## src/rtl/dsp_pkg.sv

```systemverilog
package dsp_pkg;

  localparam int W  = 32;
  localparam int FB = 16;
  localparam int EW = W + 4;

  typedef logic signed [W-1:0]  word_t;
  typedef logic signed [EW-1:0] wide_t;
  typedef logic [W-2:0]         time_t;
  typedef logic [2:0]           seg_t;
  typedef logic [2:0]           reg_idx_t;

  localparam word_t WMAX = {1'b0, {(W-1){1'b1}}};
  localparam word_t WMIN = {1'b1, {(W-1){1'b0}}};
  localparam word_t ONE  = {{(W-FB-1){1'b0}}, 1'b1, {FB{1'b0}}};
  localparam word_t ZERO = '0;

  // unsigned divide by six: (n * magic) >> shift, exact for any 32 bit n
  localparam logic [W-1:0] RECIP6    = 32'hAAAA_AAAB;
  localparam int           RECIP6_SH = 34;

  // profile segments in time order
  localparam seg_t SEG_ACC_RISE = 3'd0;
  localparam seg_t SEG_ACC_FLAT = 3'd1;
  localparam seg_t SEG_ACC_FALL = 3'd2;
  localparam seg_t SEG_CRUISE   = 3'd3;
  localparam seg_t SEG_DEC_RISE = 3'd4;
  localparam seg_t SEG_DEC_FLAT = 3'd5;
  localparam seg_t SEG_DEC_END  = 3'd6;

  // configuration register indexes
  localparam reg_idx_t REG_ACCEL_TIME      = 3'd0;
  localparam reg_idx_t REG_CRUISE_TIME     = 3'd1;
  localparam reg_idx_t REG_DECEL_TIME      = 3'd2;
  localparam reg_idx_t REG_ACCEL_JERK_TIME = 3'd3;
  localparam reg_idx_t REG_DECEL_JERK_TIME = 3'd4;
  localparam reg_idx_t REG_START_VELOCITY  = 3'd5;
  localparam reg_idx_t REG_ACCEL_JERK      = 3'd6;
  localparam reg_idx_t REG_DECEL_JERK      = 3'd7;

  typedef struct packed {
    time_t ta;
    time_t tv;
    time_t td;
    time_t tj1;
    time_t tj2;
    word_t v0;
    word_t j1;
    word_t j2;
  } dsp_cfg_t;

  typedef struct packed {
    word_t v0;
    word_t j1;
    word_t j2;
    word_t tj1;
    word_t tj2;
    word_t a1;
    word_t a2;
    word_t vl;
    word_t v1;
    word_t qae;
    word_t qa;
    word_t base;
    wide_t b0;
    wide_t b1;
    wide_t b2;
    wide_t b3;
    wide_t b4;
    wide_t b5;
    wide_t tsum;
  } dsp_prof_t;

  typedef struct packed {
    seg_t  seg;
    word_t x;
  } dsp_item_t;

  typedef enum logic [3:0] {
    DS_IDLE, DS_S0, DS_S1, DS_S2, DS_S3, DS_S4, DS_S5,
    DS_S6, DS_S7, DS_S8, DS_S9, DS_S10, DS_S11
  } dsp_step_t;

  function automatic word_t sat_w(input wide_t v);
    if (v > wide_t'(WMAX)) return WMAX;
    if (v < wide_t'(WMIN)) return WMIN;
    return word_t'(v);
  endfunction

  function automatic word_t sadd(input word_t a, input word_t b);
    wide_t s;
    s = wide_t'(a) + wide_t'(b);
    return sat_w(s);
  endfunction

  function automatic word_t ssub(input word_t a, input word_t b);
    wide_t s;
    s = wide_t'(a) - wide_t'(b);
    return sat_w(s);
  endfunction

  function automatic word_t half(input word_t a);
    wide_t s;
    s = wide_t'(a) + wide_t'(a[W-1]);
    return word_t'(s >>> 1);
  endfunction

  function automatic word_t mul3(input word_t a);
    wide_t s;
    s = (wide_t'(a) <<< 1) + wide_t'(a);
    return sat_w(s);
  endfunction

  // fixed point product, magnitude truncated, saturated
  function automatic word_t smul(input word_t a, input word_t b);
    logic signed [2*W-1:0] p;
    logic [2*W-1:0]        m;
    logic [2*W-1:0]        lim;
    logic                  neg;
    p   = a * b;
    neg = p[2*W-1];
    m   = neg ? (~$unsigned(p) + 1'b1) : $unsigned(p);
    m   = m >> FB;
    lim = neg ? {{W{1'b0}}, 1'b1, {(W-1){1'b0}}} : {{(W+1){1'b0}}, {(W-1){1'b1}}};
    if (m > lim) m = lim;
    return neg ? word_t'(~m[W-1:0] + 1'b1) : word_t'(m[W-1:0]);
  endfunction

endpackage

```

## src/rtl/dsp_queue.sv

```systemverilog
module dsp_queue import dsp_pkg::*; #(
  parameter int DEPTH = 2
) (
  input  logic      clk,
  input  logic      rst_n,
  input  logic      push,
  input  dsp_item_t din,
  input  logic      pop,
  output dsp_item_t dout,
  output logic      empty,
  output logic      full
);

  localparam int AW = (DEPTH > 1) ? $clog2(DEPTH) : 1;
  localparam int CW = $clog2(DEPTH + 1);

  dsp_item_t       mem_r [DEPTH];
  logic [AW-1:0]   wr_ptr_r, rd_ptr_r;
  logic [CW-1:0]   cnt_r;

  assign empty = (cnt_r == '0);
  assign full  = (cnt_r == CW'(DEPTH));
  assign dout  = mem_r[rd_ptr_r];

  always_ff @(posedge clk) begin
    if (!rst_n) begin
      wr_ptr_r <= '0;
      rd_ptr_r <= '0;
      cnt_r    <= '0;
    end else begin
      if (push) begin
        wr_ptr_r <= (wr_ptr_r == AW'(DEPTH - 1)) ? '0 : wr_ptr_r + 1'b1;
      end
      if (pop) begin
        rd_ptr_r <= (rd_ptr_r == AW'(DEPTH - 1)) ? '0 : rd_ptr_r + 1'b1;
      end
      if (push && !pop) begin
        cnt_r <= cnt_r + 1'b1;
      end else if (pop && !push) begin
        cnt_r <= cnt_r - 1'b1;
      end
    end
  end

  always_ff @(posedge clk) begin
    if (push) begin
      mem_r[wr_ptr_r] <= din;
    end
  end

endmodule

```

## config.mk

```make
export PLATFORM = sky130hd
export DESIGN_NAME = dsp_queue
export DESIGN_NICKNAME = d
export VERILOG_FILES = /design/src/rtl/dsp_pkg.sv /design/src/rtl/dsp_queue.sv
export SDC_FILE = /design/constraint.sdc
export NUM_CORES = 1
export LEC_CHECK = 0
export ABC_AREA = 0
export BUFFER_PORTS_ARGS = -buffer_cell sky130_fd_sc_hd__clkbuf_2
export CAP_MARGIN = 40
export CORE_MARGIN = 1.5
export CORE_UTILIZATION = 55
export CTS_CLUSTER_DIAMETER = 100
export DETAILED_ROUTE_END_ITERATION = 10
export PLACE_DENSITY = 0.86
export SETUP_SLACK_MARGIN = 0.02
export SYNTH_ARGS = -nofsm -noshare
export SYNTH_HDL_FRONTEND = slang
export SYNTH_SLANG_ARGS = --single-unit
```

## constraint.sdc

```tcl
create_clock -name clk -period 6.75 [get_ports clk]
set_input_delay 1.35 -clock clk [delete_from_list [all_inputs] [get_ports clk]]
set_output_delay 1.35 -clock clk [all_outputs]
set_load 0.05 [all_outputs]
```

==> results.yml, run 1 <==
outcome:
  outcome: "finished clean"
die:
  die_w_um: 73.6
  core_area_mm2: 0.00475
  dieArea_mm2: 0.00542
  rows: 25
  io_pins: 76
  start_util_pct: 57.7
  die_h_um: 73.6
logic_synthesis:
  synth_top_family_by_area: "multiplexers"
  synth-xor-area-share_pct: 0.958
  synth.net_count: 171
  synth_cell_type_count: 17
  synth_seq_cells: 75
  synth_simple_gate_area_share_pct: 2.05
  synthAdderAreaFrac_pct: 0.456
  synthMuxAreaShare_pct: 14.4
  synthCells: 131
  syn-mean-instance-area_um2: 20.9
  synth-compound-area-share_pct: 0.730
  seq_area_frac_synth_pct: 80.3
  yosys_warnings: 0
  mappedNetlistArea_mm2: 0.00274
sta:
  hold_violations: 0
  fin_setup_tns_ns: 0
  clock_skew_ns: 0.00460
  finalCriticalPeriod_ns: 3.46
  rsz0062_at_grt: "no"
  worst_slack_ns: 3.29
  relSlewSlack_pct: 47.0
  post-route-period-util_pct: 51.2
  clock.fmax_mhz: 289
  final-setup-viol-count: 0
  tightest_slew_ns: 0.795
  maxSlewViolCount: 0
grt:
  grt_max_degree: 22
  use_met1_pct: 20.6
  grt_pass1_vias: 1387
  antenna_found_initial: 0
  grt_use_total_pct: 17.3
  use_met2_pct: 27.5
  grt_use_met3_pct: 4.80
  overflow: 0
  grt_pass1_wl_mm: 6.51
  busiest_layer: "met2"
critical_path:
  crit_path_end_kind: "output pin"
  crit_slowest_cell: "dfxtp_1"
  path_buf_inv: 2
  max_stage_delay_ns: 0.73
  rr_startpoint: "wr_ptr_r"
  cp.arrival_ns: 2.11
  critPathKind: "flip-flop to output pin"
  ff2ff_setup_slack_ns: 4.94
  cp_max_fo: 21
  required_ns: 5.40
  cp_top_family: "flip-flops"
  critPathLaunchType: "flip-flop"
  crit_chain: "buf_4, mux2_2, clkbuf_2"
final_layout:
  drive_gt1_share_pct: 57.5
  regArea_mm2: 0.00220
  nNetsFinal: 256
  utilization_pct: 71.2
  final_area_mm2: 0.00338
  layout_commonest_cell: "clkbuf_2"
  final_cell_mix: "75 x clkbuf_2, 70 x edfxtp_1, 35 x mux2_2"
  diodes: 0
  area_growth_syn_to_layout_pct: 23.4
  fillers: 335
  multi_input_area_um2: 517
drt:
  via_per_inst: 5.03
  drtPass1Iterations: 6
  wl_mm: 4.41
  final_antenna_net_count: 0
  drtIter0Drc: 74
  num_vias: 1450
  drc: 0
  wl_per_cell_um: 15.3
clock_network:
  numCtsBuffers: 9
  cts_max_path_buffers: 2
  cts_tree: "done"
  cts-root-buf: "clkbuf_8"
  post_cts_buffers: 0
  clk_latency_ns: 0.34
  cts_max_level: 3
  ctsHoldBuffers: 0
  ctsResizeCount: 0
  cts.sinks: 75
  clk_pin_slew_worst_paths_ns: 0.07
worst_hold_path:
  min_from: "cnt_r[1]"
  worstHoldPathType: "flip-flop to flip-flop"
placement:
  placed_cell_area_mm2: 0.00322
  numPortBuffers: 75
  gp_congestion: 0.698
  dp_worst_setup_slack_ns: 3.64
  dpl.hpwl_mm: 2.99
power:
  p_comb_share_pct: 17.8
  switching_share_pct: 28.4
  leakagePower_nw: 1.30
  p_seq_share_pct: 54.6
  design_power_total_w: 0.00100
  p_clk_share_pct: 27.7
  ir_drop_mv: 0.235
  intPower_w: 0.000717
  switchingPower_w: 0.000284
  power_density_mw_per_mm2: 296
flow_run:
  max_cap_viol_count: 0
[final cells by class]
cell class,instances,share of cell area (%)
multi-input cells,51,15.3
clock inverters,7,1.04
repair buffers,78,12.4
flip-flops and latches,75,65.1
clock buffers,9,3.66
inverters,1,0.111
well taps,67,2.48
[cells by family after synthesis]
group,after synthesis
fa+ha+maj,1
buf+inv,5
mux,35
xor+xnor,3
simple gates,9
compound gates,3
flops,75
[worst reg2reg max path, stage by stage (launching register included)]
cell and delay, ns:
dfxtp_1 0.39, and2_1 0.67, buf_4 0.42
[state kept, by name (all words and copies together) (netlist names), named ones only]
| register | cells |
|---|---|
| rd_ptr_r | 1 |
| wr_ptr_r | 1 |
| mem_r | 70 |
| cnt_r | 2 |
[per-layer routing]
metal  vias up  share of wire [%]
met1       716                 41
met3        10                5.3
li1        678                  -
met5         -                  0
met2        46                 52
met4         0                1.4
[metrics by stage]
stage,cells,hold WS [ns]
global route,288,0.569
CTS,288,0.522
floorplan,131,0.466
global placement,271,0.485
finish,288,0.525
detailed placement,272,0.508
[final timing paths]
path	endpoint	cells past startpoint
min	cnt_r[1]	2
max reg2reg	mem_r[1][22]	2
max	dout[16]	3
min reg2reg	cnt_r[1]	2
[synth_stat cells]
library cell / count / area share, %
and2_1: 4 / 0.91
xnor2_1: 1 / 0.32
dfxtp_1: 5 / 3.6
mux2_2: 35 / 14
inv_1: 1 / 0.14
nor2b_1: 2 / 0.46
xor2_1: 2 / 0.64
ha_1: 1 / 0.46
o21ai_0: 1 / 0.18
a21boi_1: 1 / 0.27
o21a_1: 1 / 0.27
and2b_2: 1 / 0.32
buf_4: 3 / 0.82
or3_1: 1 / 0.23
buf_2: 1 / 0.18
nor2_1: 1 / 0.14
edfxtp_1: 70 / 77
[power groups by stage]
stage / combinational, W / clock, W / sequential [W]
detailed placement: 0.000178 / 0 / 0.000557
global placement: 0.000173 / 0 / 0.000555
CTS: 0.000179 / 0.000283 / 0.000546
global route: 0.000187 / 0.000297 / 0.000549
finish: 0.000178 / 0.000277 / 0.000546
floorplan: 0.000138 / 0 / 0.000552
Power figures use the tool's default switching activity.
==> run 2, diff against run 1 <==
CORE_UTILIZATION = 51   (was 55)
PLACE_DENSITY = 0.81   (was 0.86)
clock period = 3.18 ns   (was 6.75 ns; I/O delays follow)
==> results.yml, run 2 (synthesis results as in run 1) <==
worst_hold_path:
  hold_path_depth: 1
  worstHoldPathType: "input pin to flip-flop"
grt:
  antenna_found_initial: 0
  grt_pass1_wl_mm: 6.75
  grt_use_total_pct: 15.8
  overflow: 0
  grt_max_degree: 36
  grt_pass1_vias: 1426
drt:
  drc: 0
  drtIter0Drc: 84
  wl_per_cell_um: 14.9
  num_vias: 1412
  wl_mm: 4.31
  via_per_inst: 4.87
  final_antenna_net_count: 0
  drtPass1Iterations: 4
clock_network:
  cts_max_path_buffers: 2
  cts-root-buf: "clkbuf_8"
  cts.sinks: 75
  numCtsBuffers: 9
  clk_pin_slew_worst_paths_ns: 0.07
  post_cts_buffers: 0
  cts_tree: "done"
  cts_max_level: 3
  ctsResizeCount: 0
  ctsHoldBuffers: 0
  clk_latency_ns: 0.32
critical_path:
  cp_max_fo: 23
  critPathLaunchType: "flip-flop"
  crit_slowest_cell: "dfxtp_1"
  crit_path_end_kind: "output pin"
  cp.depth: 3
  cp_top_family: "flip-flops"
  required_ns: 2.54
  critPathKind: "flip-flop to output pin"
  path_buf_inv: 2
  crit_chain: "buf_12, mux2_2, clkbuf_2"
  max_stage_delay_ns: 0.71
  cp.arrival_ns: 1.89
  r2r_cells: 1
placement:
  numPortBuffers: 75
  gp_congestion: 0.682
  dpl.hpwl_mm: 2.87
die:
  start_util_pct: 53.4
  io_pins: 76
  core_area_mm2: 0.00514
  die_h_um: 76.3
  die_w_um: 76.3
  rows: 26
  dieArea_mm2: 0.00583
sta:
  hold_violations: 0
  post-route-period-util_pct: 79.4
  finalCriticalPeriod_ns: 2.52
  maxSlewViolCount: 0
  fin_setup_tns_ns: 0
  clock.fmax_mhz: 396
  tightest_slew_ns: 0.849
  relSlewSlack_pct: 43.4
  rsz0062_at_grt: "no"
  clock_skew_ns: 0.00283
  final-setup-viol-count: 0
power:
  ir_drop_mv: 0.398
  switching_share_pct: 27.5
  p_seq_share_pct: 55.2
  intPower_w: 0.00152
  leakagePower_nw: 1.30
  p_clk_share_pct: 27.0
  switchingPower_w: 0.000579
  p_comb_share_pct: 17.8
  power_density_mw_per_mm2: 624
final_layout:
  regArea_mm2: 0.00220
  fillers: 395
  top_register: "mem_r"
  nNetsFinal: 255
  multi_input_area_um2: 518
  drive_gt1_share_pct: 56.8
  largest_reg_flops: 70
  reg_top3: "mem_r (70), cnt_r (2)"
  diodes: 0
  layout_commonest_cell: "clkbuf_2"
  area_growth_syn_to_layout_pct: 22.7
  final_cell_mix: "75 x clkbuf_2, 70 x edfxtp_1, 35 x mux2_2"
  utilization_pct: 65.5
outcome:
  outcome: "finished clean"
flow_run:
  max_cap_viol_count: 0
## run 2: cell types whose count changed in the layout (fill, tap and decap cells not counted)
cell,before,now
and2_1,4,3
and2_2,0,1
buf_12,0,1
buf_16,1,0
buf_4,2,1
clkbuf_1,0,2
clkinvlp_4,2,0
## run 2: layer usage
| layer | global-route usage, % | vias to the layer above | part of all wire (%) |
|---|---|---|---|
| met5 | 0 | - | 0 |
| met3 | 5.03 | 4 | 6.5 |
| met2 | 25.4 | 52 | 52 |
| met1 | 19.1 | 679 | 41 |
| met4 | 8.33 | 0 | 0.90 |
| li1 | - | 677 | - |
## run 2: power groups by stage
stage               Combinational [W]  Clock, W  Sequential (W)
CTS                          0.000379  0.000588         0.00116
floorplan                    0.000292         0         0.00117
finish                       0.000374  0.000568         0.00116
global route                 0.000393  0.000628         0.00116
global placement             0.000374         0         0.00118
detailed placement           0.000378         0         0.00118
## run 2: path summary, 6_finish.rpt
check	start	endpoint	slack [ns]
worst min register to register	cnt_r[1]	cnt_r[1]	0.51
worst min-delay path	din[0]	mem_r[1][0]	0.50
worst max-delay path	flip-flop	dout[5]	0.66
worst max register to register	wr_ptr_r	mem_r[1][2]	1.69
## run 2: cell type report
class                   count  share of cell area [%]
inverters                   1                   0.112
repair buffers             77                    12.0
well taps                  70                    2.60
clock buffers              11                    3.90
clock inverters             5                   0.595
multi-input cells          51                    15.4
flip-flops and latches     75                    65.4
## run 2: metrics by stage
stage,area (um2),hold slack [ns],power [W],instances,setup WS (ns)
floorplan,2740,0.466,0.00146,131,0.505
global placement,3210,0.490,0.00155,274,0.965
detailed placement,3210,0.500,0.00156,274,0.957
CTS,3370,0.481,0.00213,290,0.604
global route,3370,0.481,0.00219,290,0.517
finish,3370,0.502,0.00210,290,0.657
